===== config.mk =====
export PLATFORM = sky130hd
export DESIGN_NAME = stable_sorted_priority_queue_top_flat
export DESIGN_NICKNAME = d
export VERILOG_FILES = /design/src/sspq_pkg.sv /design/src/sspq_if.sv /design/src/sspq_cell.sv /design/src/stable_sorted_priority_queue_top.sv /design/src/flat_wrapper.sv
export VERILOG_INCLUDE_DIRS = /design/src /design/src/src
export SDC_FILE = /design/constraint.sdc
export NUM_CORES = 2
export LEC_CHECK = 0
export ABC_AREA = 1
export BUFFER_PORTS_ARGS = -buffer_cell sky130_fd_sc_hd__buf_2
export CAP_MARGIN = 20
export CORE_ASPECT_RATIO = 0.6
export CORE_MARGIN = 2
export CORE_UTILIZATION = 40
export DETAILED_ROUTE_END_ITERATION = 16
export PLACE_DENSITY = 0.57
export SKIP_CTS_REPAIR_TIMING = 1
export SLEW_MARGIN = 20
export SYNTH_ARGS = -nofsm -noshare
export SYNTH_HDL_FRONTEND = slang
export SYNTH_SLANG_ARGS = --single-unit

===== constraint.sdc =====
create_clock -name clk -period 3.5 [get_ports clk]
set_input_delay 0.175 -clock clk [delete_from_list [all_inputs] [get_ports clk]]
set_output_delay 0.175 -clock clk [all_outputs]
set_load 0.02 [all_outputs]

===== src/stable_sorted_priority_queue_top_macros.svh =====
// assertion macros for the sorted priority queue
`ifndef STABLE_SORTED_PRIORITY_QUEUE_TOP_MACROS_SVH
`define STABLE_SORTED_PRIORITY_QUEUE_TOP_MACROS_SVH

// same-cycle implication, checked outside reset
`define SSPQ_ASSERT_NOW(lbl, ante, cons, msg) \
  lbl: assert property (@(posedge clk) disable iff (!rst_n) (ante) |-> (cons)) \
    else $error(msg);

// next-cycle implication, checked outside reset
`define SSPQ_ASSERT_NEXT(lbl, ante, cons, msg) \
  lbl: assert property (@(posedge clk) disable iff (!rst_n) (ante) |=> (cons)) \
    else $error(msg);

`endif


===== src/sspq_pkg.sv =====
// shared types and constants for the sorted priority queue
package sspq_pkg;

  localparam int CAPACITY       = 16;
  localparam int VALUE_WIDTH    = 32;
  localparam int PRIORITY_WIDTH = 16;
  localparam int CNT_W          = $clog2(CAPACITY + 1);

  localparam logic [CNT_W-1:0] CAP_CNT = CNT_W'(CAPACITY);

  typedef logic [VALUE_WIDTH-1:0]    value_t;
  typedef logic [PRIORITY_WIDTH-1:0] prio_t;
  typedef logic [CNT_W-1:0]          cnt_t;

  typedef enum logic [1:0] {
    CMD_ENQ   = 2'd0,
    CMD_DEQ   = 2'd1,
    CMD_QUERY = 2'd2
  } cmd_t;

  typedef enum logic [1:0] {
    ST_OK    = 2'd0,
    ST_FULL  = 2'd1,
    ST_EMPTY = 2'd2
  } status_t;

  // broadcast to every cell of the row
  typedef struct packed {
    logic   enq;
    logic   deq;
    value_t new_value;
    prio_t  new_prio;
  } cell_ctl_t;

endpackage


===== src/sspq_if.sv =====
// request and result channel interfaces
interface sspq_in_if;
  import sspq_pkg::*;
  logic        valid;
  logic        ready;
  logic [1:0]  cmd;
  value_t      item_value;
  prio_t       item_priority;

  modport source (output valid, output cmd, output item_value, output item_priority,
                  input ready);
  modport sink   (input valid, input cmd, input item_value, input item_priority,
                  output ready);
endinterface

interface sspq_out_if;
  import sspq_pkg::*;
  logic        valid;
  logic        ready;
  status_t     status;
  logic        is_empty;
  cnt_t        entry_total;
  value_t      head_value;
  prio_t       head_priority;

  modport source (output valid, output status, output is_empty, output entry_total,
                  output head_value, output head_priority, input ready);
  modport sink   (input valid, input status, input is_empty, input entry_total,
                  input head_value, input head_priority, output ready);
endinterface


===== src/sspq_cell.sv =====
// one slot of the sorted row: holds an entry and shifts with its neighbors
module sspq_cell (
  input  logic               clk,
  input  sspq_pkg::cell_ctl_t ctl,
  input  logic               occ,
  input  logic               left_keep,
  output logic               keep,
  input  sspq_pkg::value_t   left_value,
  input  sspq_pkg::prio_t    left_prio,
  input  sspq_pkg::value_t   right_value,
  input  sspq_pkg::prio_t    right_prio,
  output sspq_pkg::value_t   value,
  output sspq_pkg::prio_t    prio
);
  import sspq_pkg::*;

  value_t val_r, val_nxt;
  prio_t  prio_r, prio_nxt;

  // entry stays put when it sorts at or before the new one
  assign keep  = occ && (prio_r <= ctl.new_prio);
  assign value = val_r;
  assign prio  = prio_r;

  always_comb begin
    val_nxt  = val_r;
    prio_nxt = prio_r;
    if (ctl.enq) begin
      if (!keep) begin
        if (left_keep) begin
          val_nxt  = ctl.new_value;
          prio_nxt = ctl.new_prio;
        end else begin
          val_nxt  = left_value;
          prio_nxt = left_prio;
        end
      end
    end else if (ctl.deq) begin
      val_nxt  = right_value;
      prio_nxt = right_prio;
    end
  end

  always_ff @(posedge clk) begin
    val_r  <= val_nxt;
    prio_r <= prio_nxt;
  end

endmodule


===== src/stable_sorted_priority_queue_top.sv =====
// Sorted priority queue built as a row of shifting cells, head in cell 0.
// An accepted request updates the row at acceptance and is held as pending until
// the head is captured into the result register, which waits while the output
// holds a result not yet taken. No new request is accepted while one is pending.
// Reset (rst_n, synchronous): queue empty, no pending request, no result held;
// slot contents are not cleared and are never read before being written.
module stable_sorted_priority_queue_top (
  input logic       clk,
  input logic       rst_n,
  sspq_in_if.sink   in_req,
  sspq_out_if.source out_res
);
  import sspq_pkg::*;

  `include "stable_sorted_priority_queue_top_macros.svh"

  cnt_t      cnt_r, cnt_nxt;
  logic      pending_r;
  status_t   status_r, status_nxt;
  logic      out_valid_r;
  status_t   out_status_r;
  cnt_t      out_total_r;
  value_t    out_value_r;
  prio_t     out_prio_r;
  logic      accept;
  logic      out_load;
  cell_ctl_t ctl;

  value_t val_w  [CAPACITY];
  prio_t  prio_w [CAPACITY];
  logic   keep_w [CAPACITY];

  assign in_req.ready = !pending_r;
  assign accept       = in_req.valid && !pending_r;
  assign out_load     = pending_r && (!out_valid_r || out_res.ready);

  always_comb begin
    cnt_nxt        = cnt_r;
    status_nxt     = ST_OK;
    ctl.enq        = 1'b0;
    ctl.deq        = 1'b0;
    ctl.new_value  = in_req.item_value;
    ctl.new_prio   = in_req.item_priority;
    if (accept) begin
      unique case (in_req.cmd)
        CMD_ENQ: begin
          if (cnt_r == CAP_CNT) begin
            status_nxt = ST_FULL;
          end else begin
            ctl.enq = 1'b1;
            cnt_nxt = cnt_r + cnt_t'(1);
          end
        end
        CMD_DEQ: begin
          if (cnt_r == '0) begin
            status_nxt = ST_EMPTY;
          end else begin
            ctl.deq = 1'b1;
            cnt_nxt = cnt_r - cnt_t'(1);
          end
        end
        default: status_nxt = ST_OK;
      endcase
    end
  end

  genvar g;
  generate
    for (g = 0; g < CAPACITY; g++) begin : g_cell
      logic   lk;
      value_t lv, rv;
      prio_t  lp, rp;
      if (g == 0) begin : g_first
        assign lk = 1'b1;
        assign lv = '0;
        assign lp = '0;
      end else begin : g_mid
        assign lk = keep_w[g-1];
        assign lv = val_w[g-1];
        assign lp = prio_w[g-1];
      end
      if (g == CAPACITY - 1) begin : g_last
        assign rv = '0;
        assign rp = '0;
      end else begin : g_inner
        assign rv = val_w[g+1];
        assign rp = prio_w[g+1];
      end
      sspq_cell u_cell (
        .clk         (clk),
        .ctl         (ctl),
        .occ         (cnt_r > cnt_t'(g)),
        .left_keep   (lk),
        .keep        (keep_w[g]),
        .left_value  (lv),
        .left_prio   (lp),
        .right_value (rv),
        .right_prio  (rp),
        .value       (val_w[g]),
        .prio        (prio_w[g])
      );
    end
  endgenerate

  always_ff @(posedge clk) begin
    if (!rst_n) begin
      cnt_r       <= '0;
      pending_r   <= 1'b0;
      out_valid_r <= 1'b0;
    end else begin
      cnt_r <= cnt_nxt;
      if (accept) begin
        pending_r <= 1'b1;
      end else if (out_load) begin
        pending_r <= 1'b0;
      end
      if (out_load) begin
        out_valid_r <= 1'b1;
      end else if (out_res.ready) begin
        out_valid_r <= 1'b0;
      end
    end
  end

  always_ff @(posedge clk) begin
    if (accept) begin
      status_r <= status_nxt;
    end
    if (out_load) begin
      out_status_r <= status_r;
      out_total_r  <= cnt_r;
      // head reads as zero when the queue is empty
      out_value_r  <= (cnt_r == '0) ? '0 : val_w[0];
      out_prio_r   <= (cnt_r == '0) ? '0 : prio_w[0];
    end
  end

  assign out_res.valid         = out_valid_r;
  assign out_res.status        = out_status_r;
  assign out_res.is_empty      = (out_total_r == '0);
  assign out_res.entry_total   = out_total_r;
  assign out_res.head_value    = out_value_r;
  assign out_res.head_priority = out_prio_r;

  `SSPQ_ASSERT_NOW(a_cnt_bound, 1'b1, cnt_r <= CAP_CNT, "entry count above capacity")
  `SSPQ_ASSERT_NOW(a_head_order, cnt_r > cnt_t'(1), prio_w[0] <= prio_w[1],
                   "head entry out of order")
  `SSPQ_ASSERT_NEXT(a_accept_pending, accept, pending_r,
                    "accepted request not held for result")
  `SSPQ_ASSERT_NOW(a_full_status, out_valid_r && out_status_r == ST_FULL,
                   out_total_r == CAP_CNT, "full status with free slots")
  `SSPQ_ASSERT_NEXT(a_load_result, out_load, out_valid_r && !pending_r,
                    "pending result not moved to output")

endmodule

===== src/flat_wrapper.sv =====
// flat-port wrapper written by rule: the top's interface ports become plain ports
module stable_sorted_priority_queue_top_flat import sspq_pkg::*;
  (clk, rst_n, in_req_valid, in_req_cmd, in_req_item_value, in_req_item_priority, in_req_ready, out_res_valid, out_res_status, out_res_is_empty, out_res_entry_total, out_res_head_value, out_res_head_priority, out_res_ready);
  sspq_in_if in_req_i ();
  sspq_out_if out_res_i ();
  input logic clk;
  input logic rst_n;
  input wire logic [$bits(in_req_i.valid)-1:0] in_req_valid;
  input wire logic [$bits(in_req_i.cmd)-1:0] in_req_cmd;
  input wire logic [$bits(in_req_i.item_value)-1:0] in_req_item_value;
  input wire logic [$bits(in_req_i.item_priority)-1:0] in_req_item_priority;
  output wire logic [$bits(in_req_i.ready)-1:0] in_req_ready;
  output wire logic [$bits(out_res_i.valid)-1:0] out_res_valid;
  output wire logic [$bits(out_res_i.status)-1:0] out_res_status;
  output wire logic [$bits(out_res_i.is_empty)-1:0] out_res_is_empty;
  output wire logic [$bits(out_res_i.entry_total)-1:0] out_res_entry_total;
  output wire logic [$bits(out_res_i.head_value)-1:0] out_res_head_value;
  output wire logic [$bits(out_res_i.head_priority)-1:0] out_res_head_priority;
  input wire logic [$bits(out_res_i.ready)-1:0] out_res_ready;
  assign in_req_i.valid = in_req_valid;
  assign in_req_i.cmd = in_req_cmd;
  assign in_req_i.item_value = in_req_item_value;
  assign in_req_i.item_priority = in_req_item_priority;
  assign in_req_ready = in_req_i.ready;
  assign out_res_valid = out_res_i.valid;
  assign out_res_status = out_res_i.status;
  assign out_res_is_empty = out_res_i.is_empty;
  assign out_res_entry_total = out_res_i.entry_total;
  assign out_res_head_value = out_res_i.head_value;
  assign out_res_head_priority = out_res_i.head_priority;
  assign out_res_i.ready = out_res_ready;
  stable_sorted_priority_queue_top u_core (.clk(clk), .rst_n(rst_n), .in_req(in_req_i), .out_res(out_res_i));
endmodule

==> metrics <==
run status completed; WL per Instance 16.85 um; mux contribution to synthesized area 0%; Final Power 24.98 mW; core area between 0.1 and 0.15 mm^2; adder and majority gate portion of the synthesized area 6.291%; max cap viols 0; Synth Instances approximately 6.8k; # setup viols final 0; vias per cell 5.351; Die Wd ~470 um; synth warn 0; initial antenna violation count 0; nets@finish 6952; CTS tree yes; Worst setup EP type flip-flop; fill count 13.25k; DRT iter0 DRCs 3847; Slew Limit Headroom 29.10%; CP max FO 76; placement row count a little over 100; CTS Buffer Depth 3; Synth Area in XOR/XNOR less than 1%; P&R area growth vs syn 9.769%; largest family of logic cells by synthesized area simple AND/OR/NAND/NOR gates; Final Cycle Share 88.32%; Worst-Skew Late Latency 0.69 ns; max-slew violations 0; syn_area_per_cell 7.685 um^2; Compound-Gate Fraction of Synth Area 2.610%; grt ovf 0; Worst Path Required between 4 and 5 ns; cell area after layout 0.05698 mm^2; Hold Fails Final Rpt 0; clk slew on worst S/H paths 0.06 ns; DRT Wirelength between 100 and 150 mm; WS Path Type reg2reg; Synth cell types 32; setup TNS 0 ns; hold path depth 4; gpl congestion 0.8323; global router's overall resource usage 21.16%; first-pass GRT wire length between 200 and 250 mm; cell area after synthesis 0.05191 mm^2; Area after DPL 0.05438 mm^2; I/O pin total about 110; slowest CP cell buf_4; WP buf/inv 3; fraction of the mapped netlist area in simple logic gates 33.28%; Clock Skew 0.01912 ns; Hold Path End u_core.g_cell[0].u_cell.prio[15]; die area 0.1328 mm^2; Vias 45.04k; root buf cell clkbuf_16; Slew @ Worst Pin 1.063 ns; Seq cells post-synth between 800 and 900; unrepaired setup endpoints after global routing false; starting density of the core 40.27%; # clock sinks 832; Port Buffers between 100 and 150; Startpoint Class flip-flop; Pleak 27.28 nW; pwr dens 438.5 mW/mm^2; Crit path largest cell delay 0.75 ns; ANT nets after route 0; Fmax 0.3235 GHz; Hold WS 0.1318 ns; Post-Syn Nets roughly 7k; register area share after synthesis 47.99%; hold_sp in_req_item_priority[15]; Reg2Reg Depth 8; crit path DAT 3.65 ns; Hold WC Path Type in2reg; cell-by-cell trace of the critical path inv_1 -> ha_1 -> nand4_1 -> nand2_4 -> inv_8 -> buf_4 -> nand3_1 -> nand2_1; CTS buffer count 87; capture point of the worst reg-to-reg path u_core.g_cell[13].u_cell.value[8]; RR Startpoint u_core.cnt_r[1]; DRC 0; diodes inserted 0; fin crit period 3.091 ns; Top delay family on crit path buffers and inverters; FF-to-FF setup slack 0.41 ns; First-pass DRT Iterations 6; DP HPWL approximately 97 mm; H-tree depth 3; die height 283.0 um; VDD IR max 370.7 uV; pin count of the biggest net entering global routing around 180; fraction of layout cells with a size suffix above 1 5.746%; vias in the first global route about 45k
[power breakdown]
group / total, mW / switching (mW) / internal, mW
registers: 12.0 / 0.302 / 11.7
clock network: 8.94 / 4.19 / 4.75
logic: 4.07 / 2.88 / 1.19
[area by class of cell]
class	instances	area, um^2	share of cell area (%)
multi-input cells	4621	22090	38.77
repair buffers	243	2072	3.636
flip-flops and latches	832	24910	43.72
well taps	1716	2147	3.768
inverters	852	3206	5.626
clock buffers	109	2281	4.003
clock inverters	43	269.0	0.4721
[kinds of logic (layout without fill, tap and decap cells)]
| kind of cell | count (synthesis) | in the layout |
|---|---|---|
| AO/OA/AOI/OAI | 255 | 255 |
| AND/OR/NAND/NOR | 4104 | 4104 |
| flip-flops | 832 | 832 |
| adder cells (fa/ha/maj) | 261 | 261 |
| XOR/XNOR | 1 | 1 |
| buffers and inverters | 1302 | 1247 |
[metrics by stage]
| stage | setup WS, ns | utilization (%) | cells |
|---|---|---|---|
| after CTS | 0.4540 | 44.17 | 8411 |
| after global placement | 0.5401 | 42.19 | 8259 |
| after global routing | 0.1870 | 44.21 | 8416 |
| final | 0.4088 | 44.21 | 8416 |
| after floorplan | 0.1658 | - | 6755 |
| after detailed placement | 0.4553 | 42.19 | 8259 |
[cells in the final DEF, fill, tap and decap left out, types with 6 or more instances in the layout]
cell / netlist / final
dfxtp_1: 7 / 7
clkbuf_16: 0 / 88
nand4_1: 23 / 23
nor3_1: 18 / 18
edfxtp_1: 825 / 825
clkinv_2: 0 / 13
o21ai_0: 72 / 72
nor2_1: 138 / 138
clkbuf_1: 265 / 21
a21o_1: 14 / 14
buf_4: 3 / 86
nand3_1: 1425 / 1425
a21oi_1: 153 / 152
clkinv_1: 15 / 37
buf_12: 0 / 41
nand2_2: 0 / 18
nand2_1: 2497 / 2476
o21ai_4: 0 / 6
buf_2: 146 / 111
ha_1: 261 / 261
inv_1: 833 / 833
[routing by layer]
layer	vias to the layer above	GRT usage [%]	part of all wire (%)
met5	-	0	0
met1	22048	32.04	50
li1	21715	-	-
met4	0	4.175	1.5
met3	140	2.567	5.0
met2	1133	32.37	44
[flip-flops by register name (all words and copies together), names as in the netlist]
name and flops:
u_core.pending_r 1, u_core.out_res.head_value 32, u_core.status_r 2, u_core.out_res.entry_total 5
u_core.out_res.head_priority 16, u_core.cnt_r 5, u_core.out_res.status 2, u_core.g_cell.u_cell.value 512
u_core.g_cell.u_cell.prio 256, u_core.out_res.valid 1
[worst min-delay path: cells and delay by family]
family	cells	cell delay [ns]
buffers and inverters	3	0.35
AOI/OAI and AO/OA	1	0.16
[how the worst max path moves through the flow]
stage | start | endpoint | slack [ns] | cells past startpoint
after global placement | u_core.cnt_r[0] | u_core.g_cell[14].u_cell.value[10] | 0.54 | 8
after global routing | u_core.cnt_r[1] | u_core.g_cell[11].u_cell.value[30] | 0.19 | 8
after floorplan | in_req_item_priority[9] | u_core.g_cell[14].u_cell.prio[0] | 0.17 | 15
after detailed placement | u_core.cnt_r[0] | u_core.g_cell[14].u_cell.value[3] | 0.46 | 8
final | u_core.cnt_r[1] | u_core.g_cell[13].u_cell.value[8] | 0.41 | 8
after CTS | u_core.cnt_r[1] | u_core.g_cell[13].u_cell.value[10] | 0.45 | 8
[synth_stat cells]
| library cell | count | area (um^2) |
|---|---|---|
| nand2_1 | 2497 | 9373 |
| nand3_1 | 1425 | 7132 |
| inv_1 | 833 | 3127 |
| edfxtp_1 | 825 | 24770 |
| clkbuf_1 | 265 | 994.7 |
| ha_1 | 261 | 3266 |
| a21oi_1 | 153 | 765.7 |
| buf_2 | 146 | 730.7 |
| nor2_1 | 138 | 518.0 |
| o21ai_0 | 72 | 360.4 |
| buf_1 | 35 | 131.4 |
| nand4_1 | 23 | 143.9 |
| nor3_1 | 18 | 90.09 |
| clkinv_1 | 15 | 56.30 |
| a21o_1 | 14 | 105.1 |
| dfxtp_1 | 7 | 140.1 |
| o21ai_1 | 5 | 25.02 |
| inv_2 | 4 | 15.01 |
| buf_4 | 3 | 22.52 |
| o31ai_2 | 3 | 37.54 |
| o21a_1 | 2 | 15.01 |
| a211oi_1 | 1 | 7.510 |
| a221oi_1 | 1 | 8.760 |
| a31oi_1 | 1 | 6.260 |
| buf_6 | 1 | 11.26 |
| nand3b_1 | 1 | 7.510 |
| nor3b_1 | 1 | 7.510 |
| o211ai_1 | 1 | 7.510 |
| o21ai_2 | 1 | 8.760 |
| o21bai_1 | 1 | 7.510 |
| or2_2 | 1 | 6.260 |
| xnor2_1 | 1 | 8.760 |
No activity file was read; power rests on OpenSTA's default activity.
